### config.mk
export PLATFORM = sky130hd
export DESIGN_NAME = windowed_frame_time_stats_top
export DESIGN_NICKNAME = d
export VERILOG_FILES = /design/src/wfts_pkg.sv /design/src/wfts_ctrl.sv /design/src/wfts_dp.sv /design/src/windowed_frame_time_stats_top.sv
export SDC_FILE = /design/constraint.sdc
export NUM_CORES = 1
export LEC_CHECK = 0
export ABC_AREA = 0
export BUFFER_PORTS_ARGS = -buffer_cell sky130_fd_sc_hd__clkbuf_2
export CAP_MARGIN = 0
export CORE_MARGIN = 2
export CORE_UTILIZATION = 25
export CTS_BUF_LIST = sky130_fd_sc_hd__clkbuf_16
export CTS_CLUSTER_SIZE = 25
export DETAILED_ROUTE_END_ITERATION = 8
export SLEW_MARGIN = 20
export SYNTH_ARGS = -nofsm -noshare
export SYNTH_HDL_FRONTEND = slang
export SYNTH_SLANG_ARGS = --single-unit
### constraint.sdc
create_clock -name i_clk -period 6.9 [get_ports i_clk]
set_input_delay 1.38 -clock i_clk [delete_from_list [all_inputs] [get_ports i_clk]]
set_output_delay 1.38 -clock i_clk [all_outputs]
set_load 0.005 [all_outputs]
### src/wfts_pkg.sv
package wfts_pkg;

    // Fixed widths of the accumulators, the window length register and the result fields.
    localparam int unsigned ACC_W      = 32;
    localparam int unsigned CFG_W      = 16;
    localparam int unsigned WORST_US_W = 22;

    // Scale factors applied before each divide (products wrap at ACC_W bits).
    localparam logic [ACC_W-1:0] FPS_SCALE = 32'd10000;
    localparam logic [ACC_W-1:0] US_PER_MS = 32'd1000;

    // Reset value of the window length register.
    localparam logic [CFG_W-1:0] WINDOW_RESET = 16'd1000;

    // The shared divider retires one quotient bit per cycle.
    localparam int unsigned DIV_STEPS = ACC_W;
    localparam int unsigned DIV_CNT_W = $clog2(DIV_STEPS + 1);

    // Which of the three divides is in progress.
    typedef enum logic [1:0] {
        OP_FPS = 2'd0,
        OP_MFR = 2'd1,
        OP_MWK = 2'd2
    } t_op;

    typedef struct packed {
        logic acc_en;     // accumulate the accepted frame report
        logic mul_load;   // scale the operand and load it into the divider
        logic store_q;    // capture the finished quotient
        logic load_out;   // copy the results into the output register
        logic clr_acc;    // clear all window accumulators
        t_op  op;         // selects operand, divisor and result slot
    } t_dp_cmd;

    typedef struct packed {
        logic win_closed; // accumulated time reached the window length
        logic div_done;   // divider has no steps left
    } t_dp_sts;

endpackage

### src/wfts_ctrl.sv
module wfts_ctrl
    import wfts_pkg::*;
(
    input  logic    i_clk,
    input  logic    i_rst_n,
    input  logic    i_in_valid,
    output logic    o_in_ready,
    output logic    o_out_valid,
    input  logic    i_out_ready,
    input  t_dp_sts i_sts,
    output t_dp_cmd o_cmd
);

    typedef enum logic [2:0] {
        S_IDLE,
        S_CHECK,
        S_MUL,
        S_DIV,
        S_WRITE
    } t_state;

    t_state r_state;
    t_op    r_op;
    logic   r_out_valid;
    logic   slot_free;

    assign slot_free   = !r_out_valid || i_out_ready;
    assign o_in_ready  = (r_state == S_IDLE);
    assign o_out_valid = r_out_valid;

    always_comb begin
        o_cmd          = '0;
        o_cmd.op       = r_op;
        o_cmd.acc_en   = (r_state == S_IDLE) && i_in_valid;
        o_cmd.mul_load = (r_state == S_MUL);
        o_cmd.store_q  = (r_state == S_DIV) && i_sts.div_done;
        o_cmd.load_out = (r_state == S_WRITE) && slot_free;
        o_cmd.clr_acc  = (r_state == S_WRITE) && slot_free;
    end

    always_ff @(posedge i_clk) begin
        if (!i_rst_n) begin
            r_state     <= S_IDLE;
            r_op        <= OP_FPS;
            r_out_valid <= 1'b0;
        end else begin
            if (o_cmd.load_out) begin
                r_out_valid <= 1'b1;
            end else if (i_out_ready) begin
                r_out_valid <= 1'b0;
            end

            unique case (r_state)
                S_IDLE: begin
                    if (i_in_valid) begin
                        r_state <= S_CHECK;
                    end
                end
                S_CHECK: begin
                    r_op <= OP_FPS;
                    if (i_sts.win_closed) begin
                        r_state <= S_MUL;
                    end else begin
                        r_state <= S_IDLE;
                    end
                end
                S_MUL: begin
                    r_state <= S_DIV;
                end
                S_DIV: begin
                    if (i_sts.div_done) begin
                        unique case (r_op)
                            OP_FPS: begin
                                r_op    <= OP_MFR;
                                r_state <= S_MUL;
                            end
                            OP_MFR: begin
                                r_op    <= OP_MWK;
                                r_state <= S_MUL;
                            end
                            default: begin
                                r_state <= S_WRITE;
                            end
                        endcase
                    end
                end
                S_WRITE: begin
                    if (slot_free) begin
                        r_state <= S_IDLE;
                    end
                end
                default: begin
                    r_state <= S_IDLE;
                end
            endcase
        end
    end

endmodule

### src/wfts_dp.sv
module wfts_dp
    import wfts_pkg::*;
#(
    parameter int SAMPLE_BITS = 12
) (
    input  logic                   i_clk,
    input  logic                   i_rst_n,
    input  logic                   i_cfg_we,
    input  logic [CFG_W-1:0]       i_cfg_wdata,
    input  logic [SAMPLE_BITS-1:0] i_frame_ms,
    input  logic [SAMPLE_BITS-1:0] i_work_ms,
    input  t_dp_cmd                i_cmd,
    output t_dp_sts                o_sts,
    output logic [ACC_W-1:0]       o_fps_tenths,
    output logic [ACC_W-1:0]       o_mean_frame_us,
    output logic [ACC_W-1:0]       o_mean_work_us,
    output logic [WORST_US_W-1:0]  o_worst_work_us,
    output logic [ACC_W-1:0]       o_frame_count
);

    logic [CFG_W-1:0]       r_window_len;
    logic [ACC_W-1:0]       r_time;
    logic [ACC_W-1:0]       r_frames;
    logic [ACC_W-1:0]       r_work;
    logic [SAMPLE_BITS-1:0] r_worst;

    logic [ACC_W-1:0]       r_quo;
    logic [ACC_W-1:0]       r_rem;
    logic [ACC_W-1:0]       r_den;
    logic [DIV_CNT_W-1:0]   r_cnt;

    logic [ACC_W-1:0]       r_fps;
    logic [ACC_W-1:0]       r_mfr;
    logic [ACC_W-1:0]       r_mwk;

    logic [ACC_W-1:0]       mul_a;
    logic [ACC_W-1:0]       mul_k;
    logic [ACC_W-1:0]       product;
    logic [ACC_W-1:0]       divisor;
    logic [ACC_W:0]         trial;
    logic [ACC_W:0]         diff;
    logic [ACC_W-1:0]       quotient;
    logic [ACC_W-1:0]       worst_scaled;

    always_comb begin
        unique case (i_cmd.op)
            OP_FPS: begin
                mul_a   = r_frames;
                mul_k   = FPS_SCALE;
                divisor = r_time;
            end
            OP_MFR: begin
                mul_a   = r_time;
                mul_k   = US_PER_MS;
                divisor = r_frames;
            end
            default: begin
                mul_a   = r_work;
                mul_k   = US_PER_MS;
                divisor = r_frames;
            end
        endcase
    end

    // Low word of the product only: the scaled value wraps like the accumulators.
    assign product  = mul_a * mul_k;
    assign trial    = {r_rem, r_quo[ACC_W-1]};
    assign diff     = trial - {1'b0, r_den};
    // A zero divisor yields a zero quotient.
    assign quotient = (r_den == '0) ? '0 : r_quo;
    assign worst_scaled = ACC_W'(r_worst) * US_PER_MS;

    assign o_sts.win_closed = (r_time >= ACC_W'(r_window_len));
    assign o_sts.div_done   = (r_cnt == '0);

    always_ff @(posedge i_clk) begin
        if (!i_rst_n) begin
            r_window_len <= WINDOW_RESET;
            r_time       <= '0;
            r_frames     <= '0;
            r_work       <= '0;
            r_worst      <= '0;
            r_cnt        <= '0;
        end else begin
            if (i_cfg_we) begin
                r_window_len <= i_cfg_wdata;
            end

            if (i_cmd.clr_acc) begin
                r_time   <= '0;
                r_frames <= '0;
                r_work   <= '0;
                r_worst  <= '0;
            end else if (i_cmd.acc_en) begin
                r_time   <= r_time + ACC_W'(i_frame_ms);
                r_frames <= r_frames + ACC_W'(1);
                r_work   <= r_work + ACC_W'(i_work_ms);
                if (i_work_ms > r_worst) begin
                    r_worst <= i_work_ms;
                end
            end

            if (i_cmd.mul_load) begin
                r_cnt <= DIV_CNT_W'(DIV_STEPS);
            end else if (r_cnt != '0) begin
                r_cnt <= r_cnt - DIV_CNT_W'(1);
            end
        end
    end

    // Restoring divider: one quotient bit per cycle, numerator shifts out of r_quo.
    always_ff @(posedge i_clk) begin
        if (i_cmd.mul_load) begin
            r_quo <= product;
            r_rem <= '0;
            r_den <= divisor;
        end else if (r_cnt != '0) begin
            if (!diff[ACC_W]) begin
                r_rem <= diff[ACC_W-1:0];
                r_quo <= {r_quo[ACC_W-2:0], 1'b1};
            end else begin
                r_rem <= trial[ACC_W-1:0];
                r_quo <= {r_quo[ACC_W-2:0], 1'b0};
            end
        end
    end

    always_ff @(posedge i_clk) begin
        if (i_cmd.store_q) begin
            unique case (i_cmd.op)
                OP_FPS:  r_fps <= quotient;
                OP_MFR:  r_mfr <= quotient;
                default: r_mwk <= quotient;
            endcase
        end
        if (i_cmd.load_out) begin
            o_fps_tenths    <= r_fps;
            o_mean_frame_us <= r_mfr;
            o_mean_work_us  <= r_mwk;
            o_worst_work_us <= worst_scaled[WORST_US_W-1:0];
            o_frame_count   <= r_frames;
        end
    end

endmodule

### src/windowed_frame_time_stats_top.sv
// A frame report that does not close the window is absorbed and the controller
// returns to idle; one that closes it yields its result transaction after three
// scale-and-divide passes through one shared divider. The block takes no new report
// until it is done with the last, which includes waiting for a free output slot.
// Reset (i_rst_n, synchronous, active low) clears the accumulators and the output
// valid, and sets the window length to 1000 ms.
module windowed_frame_time_stats_top
    import wfts_pkg::*;
#(
    // Width of the frame and work time samples; the worst work time is kept at it.
    parameter int SAMPLE_BITS = 12
) (
    input  logic                   i_clk,
    input  logic                   i_rst_n,
    // Window length register write port.
    input  logic                   i_cfg_we,
    input  logic [CFG_W-1:0]       i_cfg_wdata,
    // Frame report channel.
    input  logic                   i_in_valid,
    output logic                   o_in_ready,
    input  logic [SAMPLE_BITS-1:0] i_frame_ms,
    input  logic [SAMPLE_BITS-1:0] i_work_ms,
    // Window statistics channel.
    output logic                   o_out_valid,
    input  logic                   i_out_ready,
    output logic [ACC_W-1:0]       o_fps_tenths,
    output logic [ACC_W-1:0]       o_mean_frame_us,
    output logic [ACC_W-1:0]       o_mean_work_us,
    output logic [WORST_US_W-1:0]  o_worst_work_us,
    output logic [ACC_W-1:0]       o_frame_count
);

    // The controller sequences each frame report: it accumulates the report,
    // checks whether the window closed, and if so runs the three divides and
    // hands the results to the output register. The output register sits apart
    // from the working result registers, so new frame reports are taken while
    // a finished result transaction still waits for the consumer.
    t_dp_cmd cmd;
    t_dp_sts sts;

    wfts_ctrl u_ctrl (
        .i_clk       (i_clk),
        .i_rst_n     (i_rst_n),
        .i_in_valid  (i_in_valid),
        .o_in_ready  (o_in_ready),
        .o_out_valid (o_out_valid),
        .i_out_ready (i_out_ready),
        .i_sts       (sts),
        .o_cmd       (cmd)
    );

    // The datapath holds the window length, the accumulators, the scaling
    // multiplier, the shared bit-serial divider and the output register.
    wfts_dp #(
        .SAMPLE_BITS (SAMPLE_BITS)
    ) u_dp (
        .i_clk           (i_clk),
        .i_rst_n         (i_rst_n),
        .i_cfg_we        (i_cfg_we),
        .i_cfg_wdata     (i_cfg_wdata),
        .i_frame_ms      (i_frame_ms),
        .i_work_ms       (i_work_ms),
        .i_cmd           (cmd),
        .o_sts           (sts),
        .o_fps_tenths    (o_fps_tenths),
        .o_mean_frame_us (o_mean_frame_us),
        .o_mean_work_us  (o_mean_work_us),
        .o_worst_work_us (o_worst_work_us),
        .o_frame_count   (o_frame_count)
    );

endmodule

Word-level counts from Yosys, hierarchy flattened
Cells that the tools add are included.
{"block": "op_classes", "bitwise_logic": 2, "muxes": 21, "addsub": 5, "n_eq_ne": 9, "multipliers": 2, "order_cmp": 2, "reduce_logical": 22}
{"operator": "$mux W32", "n": 5}
{"operator": "$add A32 B12 Y32", "n": 2}
{"operator": "$pmux W32 S2", "n": 1}
{"operator": "$sub A33 B32 Y33", "n": 1}
{"operator": "$add A32 B1 Y32 const B", "n": 1}
{"operator": "$ge A32 B16 Y1", "n": 1}
{"operator": "$logic_not A32 Y1", "n": 1}
{"operator": "$mul A32 B14 Y32", "n": 1}
{"operator": "$mul A12 B7 Y19 const B", "n": 1}
{"operator": "$pmux W3 S5", "n": 1}
{"operator": "$mux W14", "n": 1}
{"operator": "$gt A12 B12 Y1", "n": 1}
{"operator": "$mux W3", "n": 4}
{"operator": "$mux W6", "n": 2}
{"operator": "$pmux W2 S2", "n": 2}
{"operator": "$reduce_and A2 Y1", "n": 4}
{"operator": "$eq A3 B2 Y1 const B", "n": 2}
{"operator": "$logic_not A6 Y1", "n": 1}
{"operator": "$reduce_and A3 Y1", "n": 2}
{"operator": "$reduce_bool A2 Y1", "n": 3}
{"operator": "$reduce_bool A6 Y1", "n": 1}
{"operator": "$reduce_or A2 Y1", "n": 3}
{"operator": "$sub A6 B1 Y6 const B", "n": 1}
{"operator": "$mux W2", "n": 2}
{"operator": "13 further kinds", "n": 19}
{"block": "word_totals", "wordCells": 84, "input_bits": 45, "out_inout_bits": 152, "register_bits": 475}

Depth between registers and ports, before layout
Gate-level depths: netlist of the first run.
{"block": "depth", "ltp_word": 5, "ltp_mapped": 26, "ltp_nobuf": 25}

Hierarchy
Synthesis of the first run repeated with hierarchy kept, for this count alone.
{"block": "hier_totals", "cells_unflattened": 2697, "area_unflattened_um2": 29579.6}
{"module": "wfts_dp", "seq_area_each_um2": 12401.9, "instances": 1, "cells_per_inst": 2652, "area_each_um2": 29230.5}
{"module": "wfts_ctrl", "seq_area_each_um2": 120.1, "instances": 1, "cells_per_inst": 45, "area_each_um2": 349.1}

Worst setup path before layout of the first run
No wires, ideal clock.
{"block": "synth_path", "path_type": "flip-flop to flip-flop", "startpoint": "reg u_ctrl.r_op[1]", "endpoint": "reg u_dp.r_quo[30] (data pin)", "period_less_slack_ns": 6.927, "t_required_ns": 6.631, "arrival_time_ns": 6.658, "slack_ns": -0.027, "stages_incl_launch_ff": 25, "path_buffers": 4, "setup_time_ns": 0.269, "path_cell_list": "dfxtp_1 clkbuf_1 clkbuf_1 clkbuf_1 clkbuf_1 o21ai_0 fa_1 inv_1 fa_1 inv_1 fa_1 fa_1 fa_1 ha_1 ha_1 a21oi_1 nand2_1 a41o_1 a21oi_1 a21oi_1 or2_2 a211oi_1 a21oi_1 xnor2_1 o21ai_0"}
{"block": "synth_between", "elab_chain_len": 4, "word_cells_on_any_way": 6, "classes_between": "mul: 1; eq/ne: 1; mux: 3; reduce/logical: 1"}
{"item": "start, declared", "line": "wfts_ctrl.sv:23", "source": "t_op r_op;"}
{"item": "start signal, assigned", "line": "wfts_ctrl.sv:44", "source": "r_op <= OP_FPS;"}
{"item": "start signal, assigned", "line": "wfts_ctrl.sv:60", "source": "r_op <= OP_FPS;"}
{"item": "start signal, assigned", "line": "wfts_ctrl.sv:74", "source": "r_op <= OP_MFR;"}
{"item": "$eq A2 B1 Y1 / $logic_not A2 Y1 (equally long branches)", "line": "wfts_dp.sv:46", "source": "unique case (i_cmd.op)"}
{"item": "$pmux W32 S2 / $mux W14 (equally long branches)", "line": "wfts_dp.sv:46"}
{"item": "$mul A32 B14 Y32 (*)", "line": "wfts_dp.sv:66", "source": "assign product = mul_a * mul_k;"}
{"item": "$mux W32 (*)", "line": "wfts_dp.sv:113", "source": "if (i_cmd.mul_load) begin"}
{"item": "end signal, assigned", "line": "wfts_dp.sv:114", "source": "r_quo <= product;"}
{"item": "end signal, assigned", "line": "wfts_dp.sv:120", "source": "r_quo <= {r_quo[ACC_W-2:0], 1'b1};"}
{"item": "end signal, assigned", "line": "wfts_dp.sv:123", "source": "r_quo <= {r_quo[ACC_W-2:0], 1'b0};"}
{"item": "end, declared", "line": "wfts_dp.sv:27", "source": "logic [ACC_W-1:0] r_quo;"}
Mark *: on every way between the ends. The rest lies on a longest branch, timed or not.
A chain may end at the register's enable or synchronous reset.

Worst setup path in the final report of the first run
{"block": "layout_path", "startpoint": "reg u_ctrl.r_op[0]", "endpoint": "reg u_dp.r_quo[30] (data pin)"}
The elaborated chain is that of the path after synthesis.

==> metrics, run 1 <==
Mapped Area=0.0293 sq mm; Yosys top cell area share=31.4%; total track usage=12.8%; drt initial violations=1372; DRT Pass-1 Iters=5; Critical Path Start Type=flip-flop; core area=0.116 sq mm; via density per instance=4.50; TritonCTS buffer count=57; fmax=152 MHz; post-synthesis sequential area ratio=42.7%; HP Start=u_dp.r_fps[24]$_DFFE_PP_; Routed WL=78.7 mm; # DRC=0; Die Wd=347 um; post-synth top area cell=edfxtp_1; die area=0.120 sq mm; Top Ports=197; Seq cells post-synth=472; Max Cap Violations=0; post-cts hold buffer count=0; R2R Setup Slk=0.32 ns; top_reg_cell synth=edfxtp_1; Req. time, crit path=7.26 ns; Min-Delay Path Depth=0; GR Util met1=17.4%; largest net degree at the start of global routing=84; Initial Utilization=25.2%; first-pass GRT wire length=119 mm; clk slew on worst S/H paths=0.06 ns; critical path class=flip-flop to flip-flop; Final Wtd Congestion=0.924; Slew Limit Headroom=22.9%; # H-tree levels=2; R2R cell count=23; vias in the first global route=20400; Synth cell types=78; GR Util met3=2.92%; CP arrival=6.95 ns; fin nets=3479; post-CTS setup buffer count=0; grt peak-use layer=met2; R2R Path End=u_dp.r_quo[30]$_DFFE_PP_; Synth area leaders=edfxtp_1 31%, fa_1 13%, dfxtp_1 11%; CTS root buffer=clkbuf_16; antenna violations before repair=3; Pwr Density=264 mW/mm^2; final hold violations=0; Site Rows=125; # setup viols final=0; FF/Latch Area=0.0125 sq mm; # port buffers=193; Post-Route Utilization=29.6%; EDFF count, synth=307; area of the multi-input gates=0.0155 sq mm; synthesized area per cell=10.6 sq um; min cycle time layout=6.58 ns; outcome=finished clean; CTS Buffer Depth=3; cell with the most instances after synthesis=edfxtp_1; cell count after synthesis=2758; GR Layer Usage met2=20.1%; YS warnings=0; Clk Latency, worst-skew pair=0.66 ns; FFs w/ async S/R, synth=0%; CTS tree=built; Final Max Slew Viols=0; Filler Cells Inserted=12100; chip height=347 um; Area Overhead vs Synth=17.3%; CP endpoint kind=flip-flop; layout cells sized above 1=12.8%; hold endpoint=u_dp.o_fps_tenths[24]$_DFFE_PP_; accumulated negative setup slack=0 ns; worst slew pin tran=1.15 ns; commonest cells in the netlist=307 x edfxtp_1, 302 x nand2_1, 299 x inv_1; Worst Clk Skew=0.0286 ns; Max IR drop VDD=0.198 mV; WL/cell=17.2 um; clk sinks=472; Hold Path Class=flip-flop to flip-flop; Final HPWL DP=60.0 mm; Routed Antenna Nets=0; via count=20600; Leak=0.0150 uW; reg2reg start=u_ctrl.r_op[0]$_SDFFE_PN0P_; worst-path fanout max=32; GR Overflow Total=0; crit share post-route=95.4%; n_diodes=0
==> sequential cells by signal, indices dropped and copies added, names as in the netlist, 2 cells and up <==
register              count
u_dp.o_fps_tenths        32
u_dp.o_frame_count       32
u_dp.o_mean_frame_us     32
u_dp.o_mean_work_us      32
u_dp.r_den               32
u_dp.r_fps               32
u_dp.r_frames            32
u_dp.r_mfr               32
u_dp.r_mwk               32
u_dp.r_quo               32
u_dp.r_rem               32
u_dp.r_time              32
u_dp.r_work              29
u_dp.o_worst_work_us     19
u_dp.r_window_len        16
u_dp.r_worst             12
u_dp.r_cnt                6
u_ctrl.r_state            3
u_ctrl.r_op               2
==> final cells by class <==
type	count	area share (%)
Clock buffer	58	4.22
Clock inverter	49	1.10
Inverter	300	3.29
Multi-Input combinational cell	1919	45.0
Sequential cell	472	36.4
Tap cell	1524	5.54
Timing Repair Buffer	268	4.50
==> routing by layer <==
metal	up-vias	wire length [um]	share of wire [%]
met5	-	31	0.039
met4	4	2230	2.8
met3	115	5220	6.6
met2	563	35100	45
met1	9958	36100	46
li1	10000	-	-
==> stage by stage <==
| stage | setup slack [ns] | total power [uW] | hold slack, ns | instances | instance area (sq um) |
|---|---|---|---|---|---|
| 2_1_floorplan | 0.0112 | 5560 | 0.400 | 2784 | 29400 |
| 3_3_place_gp | 0.190 | 6160 | 0.402 | 4483 | 32500 |
| 3_5_place_dp | 0.0666 | 6200 | 0.405 | 4483 | 32500 |
| 4_1_cts | 0.0572 | 9240 | 0.418 | 4590 | 34400 |
| 5_1_grt | -0.0280 | 9660 | 0.422 | 4590 | 34400 |
| 6_report | 0.318 | 9090 | 0.415 | 4590 | 34400 |
==> cell usage in the layout, fill, tap and decap left out, types with 11 or more instances in the layout <==
cell,n
xor2_1,63
nand2b_1,30
ha_1,227
nand4_1,41
fa_1,189
mux2i_1,56
and3_1,24
a21o_1,47
o21ai_1,13
o21ai_0,128
clkbuf_16,58
o21bai_1,12
edfxtp_1,307
o21a_1,30
nand2_1,300
buf_4,73
dfxtp_1,163
or3_1,19
nor4_1,15
o211ai_1,20
nand3_1,46
a211oi_1,32
xnor2_1,82
a21oi_1,114
and2_1,30
nor3_1,33
conb_1,28
nor2_1,163
clkinv_2,11
a21boi_0,11
nor2b_1,55
inv_1,308
clkbuf_2,193
==> worst max path at each step <==
stage                                 from                        to  slack [ns]  cells after the start
6_report       u_ctrl.r_op[0]$_SDFFE_PN0P_  u_dp.r_quo[30]$_DFFE_PP_        0.32                     23
5_1_grt        u_ctrl.r_op[1]$_SDFFE_PN0P_  u_dp.r_quo[30]$_DFFE_PP_       -0.03                     22
4_1_cts        u_ctrl.r_op[1]$_SDFFE_PN0P_  u_dp.r_quo[30]$_DFFE_PP_        0.06                     22
3_5_place_dp   u_ctrl.r_op[1]$_SDFFE_PN0P_  u_dp.r_quo[30]$_DFFE_PP_        0.07                     22
3_3_place_gp   u_ctrl.r_op[0]$_SDFFE_PN0P_  u_dp.r_quo[30]$_DFFE_PP_        0.19                     23
2_1_floorplan  u_ctrl.r_op[1]$_SDFFE_PN0P_  u_dp.r_quo[30]$_DFFE_PP_        0.01                     24
==> report_power, final <==
| part | switching, uW | internal (uW) | leakage, uW |
|---|---|---|---|
| Clock | 1290 | 1650 | 0.000942 |
| Combinational | 1460 | 1010 | 0.00987 |
| Sequential | 228 | 3440 | 0.00421 |
| Total | 2980 | 6100 | 0.0150 |
==> critical path, stage by stage, from the launching register on <==
cell	delay (ns)
dfxtp_2	0.46
buf_8	0.26
nand2_1	0.11
o21ai_0	0.22
buf_4	0.19
fa_1	0.42
ha_1	0.23
fa_1	0.51
inv_1	0.05
fa_1	0.47
inv_1	0.05
fa_1	0.47
ha_1	0.36
fa_1	0.49
a211oi_1	0.30
o21ai_0	0.20
a41o_1	0.30
a21oi_2	0.18
a21oi_1	0.12
or2_2	0.33
a211oi_4	0.23
a21oi_1	0.11
xnor2_1	0.14
o21ai_0	0.08
==> what timing repair did <==
item,in CTS,in global routing
endpoints found under the hold margin,0,0
resized for setup,0,14
endpoints found under the setup margin,0,5
==> cell families (layout without fill, tap and decap cells) <==
family                     after synthesis  count (layout)  share of synthesized area (%)
adders and majority gates              416             416                           22.6
buffers and inverters                  393             675                           5.22
other                                    2              28                         0.0256
muxes                                   57              57                           1.95
AOI/OAI and AO/OA                      476             476                           10.3
xor gates and xnor gates               146             146                           4.42
and+or+nand+nor                        796             796                           12.8
DFF                                    472             472                           42.7
(Power assumes the default switching activity.)
==> inputs of run 2 (changes only) <==
--- a/config.mk
+++ b/config.mk
@@ -9,10 +9,11 @@
 export BUFFER_PORTS_ARGS = -buffer_cell sky130_fd_sc_hd__clkbuf_2
 export CAP_MARGIN = 0
 export CORE_MARGIN = 2
-export CORE_UTILIZATION = 25
+export CORE_UTILIZATION = 51
 export CTS_BUF_LIST = sky130_fd_sc_hd__clkbuf_16
 export CTS_CLUSTER_SIZE = 25
 export DETAILED_ROUTE_END_ITERATION = 8
+export PLACE_DENSITY = 0.72
 export SLEW_MARGIN = 20
 export SYNTH_ARGS = -nofsm -noshare
 export SYNTH_HDL_FRONTEND = slang
==> run 2 against run 1 <==
Against the previous run: worst hold slack improved by 0.0024 ns; clock-buffer cell count decreased by 4; routed wire length is 7.7% lower; sequential share of layout area rose by 1.1 points; clock power down 2%; fmax up 0.48%; worst setup slack better by 0.031 ns; cell count down 17%; sequential power hardly changed; first-iteration DRC count grew 17%; critical path type unchanged.
==> metrics, run 2 (synthesis gave the netlist of run 1 again) <==
outcome=finished clean; crit share post-route=94.9% (-0.45 points); design area=0.0334 sq mm (-3.0%); Pwr Density=270 mW/mm^2 (+2.3%); worst path cell trace=inv_1 > nand2_2 > o22a_1 > buf_4 > o21ai_0 > fa_1 > fa_1 > fa_1 > inv_1 > fa_1 > fa_1 > ha_1 > ha_1 > nor4_1 > o21ai_0 > a41o_1 > a21oi_2 > a21oi_1 > or2_2 > a211oi_2 > a21oi_1 > xnor2_1 > o21ai_0; worst slew pin tran=0.970 ns (-0.179 ns); # setup viols final=0 (unchanged); worst-path fanout max=7 (-78%); Top Layer Used=met4; commonest non-fill, non-tap cell in the layout=edfxtp_1; CTS tree=built; Die Wd=244 um (-30%); Critical Path Max Stage Delay=0.52 ns (about the same); Routed Antenna Nets=0 (unchanged); met3 WL=4.93 mm (-5.5%); Critical Path Start Type=flip-flop; met2 WL=33.7 mm (-4.0%); Max IR drop VDD=0.204 mV (+3.0%); Hold Path Class=flip-flop to flip-flop; via count=21000 (+1.9%); area of the multi-input gates=0.0155 sq mm (about the same); TritonCTS buffer count=51 (-11%); first-pass GRT wire length=116 mm (-3.2%); Initial Utilization=51.8% (+27 points); n_diodes=0 (unchanged); Met1 Routed Length=31.7 mm (-12%); DRT Pass-1 Iters=6 (+1); GR Overflow Total=0 (unchanged); die area=0.0595 sq mm (-50%); chip height=244 um (-30%); clk slew on worst S/H paths=0.06 ns (about the same); layout cells sized above 1=12.6% (-0.24 points); FF/Latch Area=0.0125 sq mm (about the same); Final Max Slew Viols=0 (unchanged); clk sinks=472 (unchanged); most used cell along the critical path=fa_1; final hold violations=0 (unchanged); WL/cell=19.1 um (+11%); Top Ports=197 (unchanged); Routed WL=72.7 mm (-7.7%); critical path class=flip-flop to flip-flop; Final HPWL DP=55.9 mm (-6.8%); # DRC=0 (unchanged); CP endpoint kind=flip-flop; pre-CTS setup slack=0.0569 ns (-0.00972 ns); Max Cap Violations=0 (unchanged); fin nets=3465 (-0.40%); Leak=0.0150 uW (-0.40%); Slew Limit Headroom=35.4% (+13 points); # H-tree levels=2 (unchanged); Worst Clk Skew=0.0359 ns (+0.00732 ns); Req. time, crit path=7.23 ns (-0.03 ns); Filler Cells Inserted=4779 (-60%); Slowest cell on crit path=fa_1; worst setup margin=0.349 ns (+0.0313 ns); CTS root buffer=clkbuf_16; placed instance area=0.0315 sq mm (-3.1%); total track usage=24.6% (+12 points); most frequent cells in the layout=307 x edfxtp_1, 306 x inv_1, 299 x nand2_1; via density per instance=5.53 (+23%); Clk Latency, worst-skew pair=0.62 ns (-0.04 ns); antenna violations before repair=2 (-1); drt initial violations=1600 (+17%); # port buffers=193 (unchanged); min cycle time layout=6.55 ns (-0.0313 ns); vias in the first global route=21200 (+4.0%); largest net degree at the start of global routing=99 (+18%); Area Overhead vs Synth=13.8%; CTS Buffer Depth=3 (unchanged); core area=0.0566 sq mm (-51%); Final Wtd Congestion=0.937 (+1.4%); CP arrival=6.88 ns (-0.07 ns); fmax=153 MHz (+0.48%); Site Rows=87 (-30%); accumulated negative setup slack=0 ns (unchanged)
## run 2: cell types whose count changed in the layout (fill, tap and decap cells not counted), sizes merged
cell	previous run	this run
buf	75	67
bufinv	3	8
clkbuf	251	247
clkinv	29	19
clkinvlp	1	2
inv	316	312
## run 2: final timing paths
kind | endpoint | from | cells past startpoint | slack [ns]
worst max-delay path | u_dp.r_quo[30]$_DFFE_PP_ | u_ctrl.r_op[1]$_SDFFE_PN0P_ | 23 | 0.35
worst min-delay path | u_dp.o_mean_work_us[11]$_DFFE_PP_ | u_dp.r_mwk[11]$_DFFE_PP_ | 0 | 0.42
worst max register to register | u_dp.r_quo[30]$_DFFE_PP_ | u_ctrl.r_op[1]$_SDFFE_PN0P_ | 23 | 0.35
worst min register to register | u_dp.o_mean_work_us[11]$_DFFE_PP_ | u_dp.r_mwk[11]$_DFFE_PP_ | 0 | 0.42
## run 2: critical path, delay by kind of cell, from the launching register on
kind,cells,cell delay [ns]
fa+ha+maj,7,3.03
compound gates,9,1.68
simple gates,3,0.74
flops,1,0.35
buf+inv,3,0.32
xor+xnor,1,0.14
## run 2: stage by stage
| stage | power, uW | std cells | hold slack [ns] | util, % |
|---|---|---|---|---|
| finish | 9020 | 3802 | 0.417 | 59.0 |
| global route | 9520 | 3802 | 0.422 | 59.0 |
| CTS | 9080 | 3799 | 0.417 | 58.9 |
| detailed placement | 6180 | 3704 | 0.405 | 55.7 |
| global placement | 6070 | 3702 | 0.402 | 55.6 |
| floorplan | 5560 | 2784 | 0.400 | - |
## run 2: per-layer routing
layer  global-route usage [%]  vias up
met2                     39.8      716
met5                        0        -
met3                     3.95      157
met4                     8.32        0
met1                     33.9    10200
li1                         -     9954
## run 2: power by group
part / total, uW / internal (uW) / switching (uW) / leakage [uW]
clock: 2880 / 1730 / 1150 / 0.000915
combinational: 2490 / 1010 / 1480 / 0.00983
sequential: 3650 / 3440 / 215 / 0.00421
## run 2: cell type report
| type | instances | area share [%] |
|---|---|---|
| multi-input cells | 1919 | 46.3 |
| flip-flops and latches | 472 | 37.5 |
| repair buffers | 260 | 4.52 |
| clock buffers | 54 | 4.05 |
| inverters | 300 | 3.39 |
| well taps | 756 | 2.83 |
| clock inverters | 41 | 1.35 |
## run 2: what timing repair did
action | in CTS | in global routing
hold buffers | 0 | 0
setup buffers | 0 | 3
hold endpoints to repair | 0 | 0
setup endpoints to repair | 0 | 6
gates resized for setup | 0 | 18
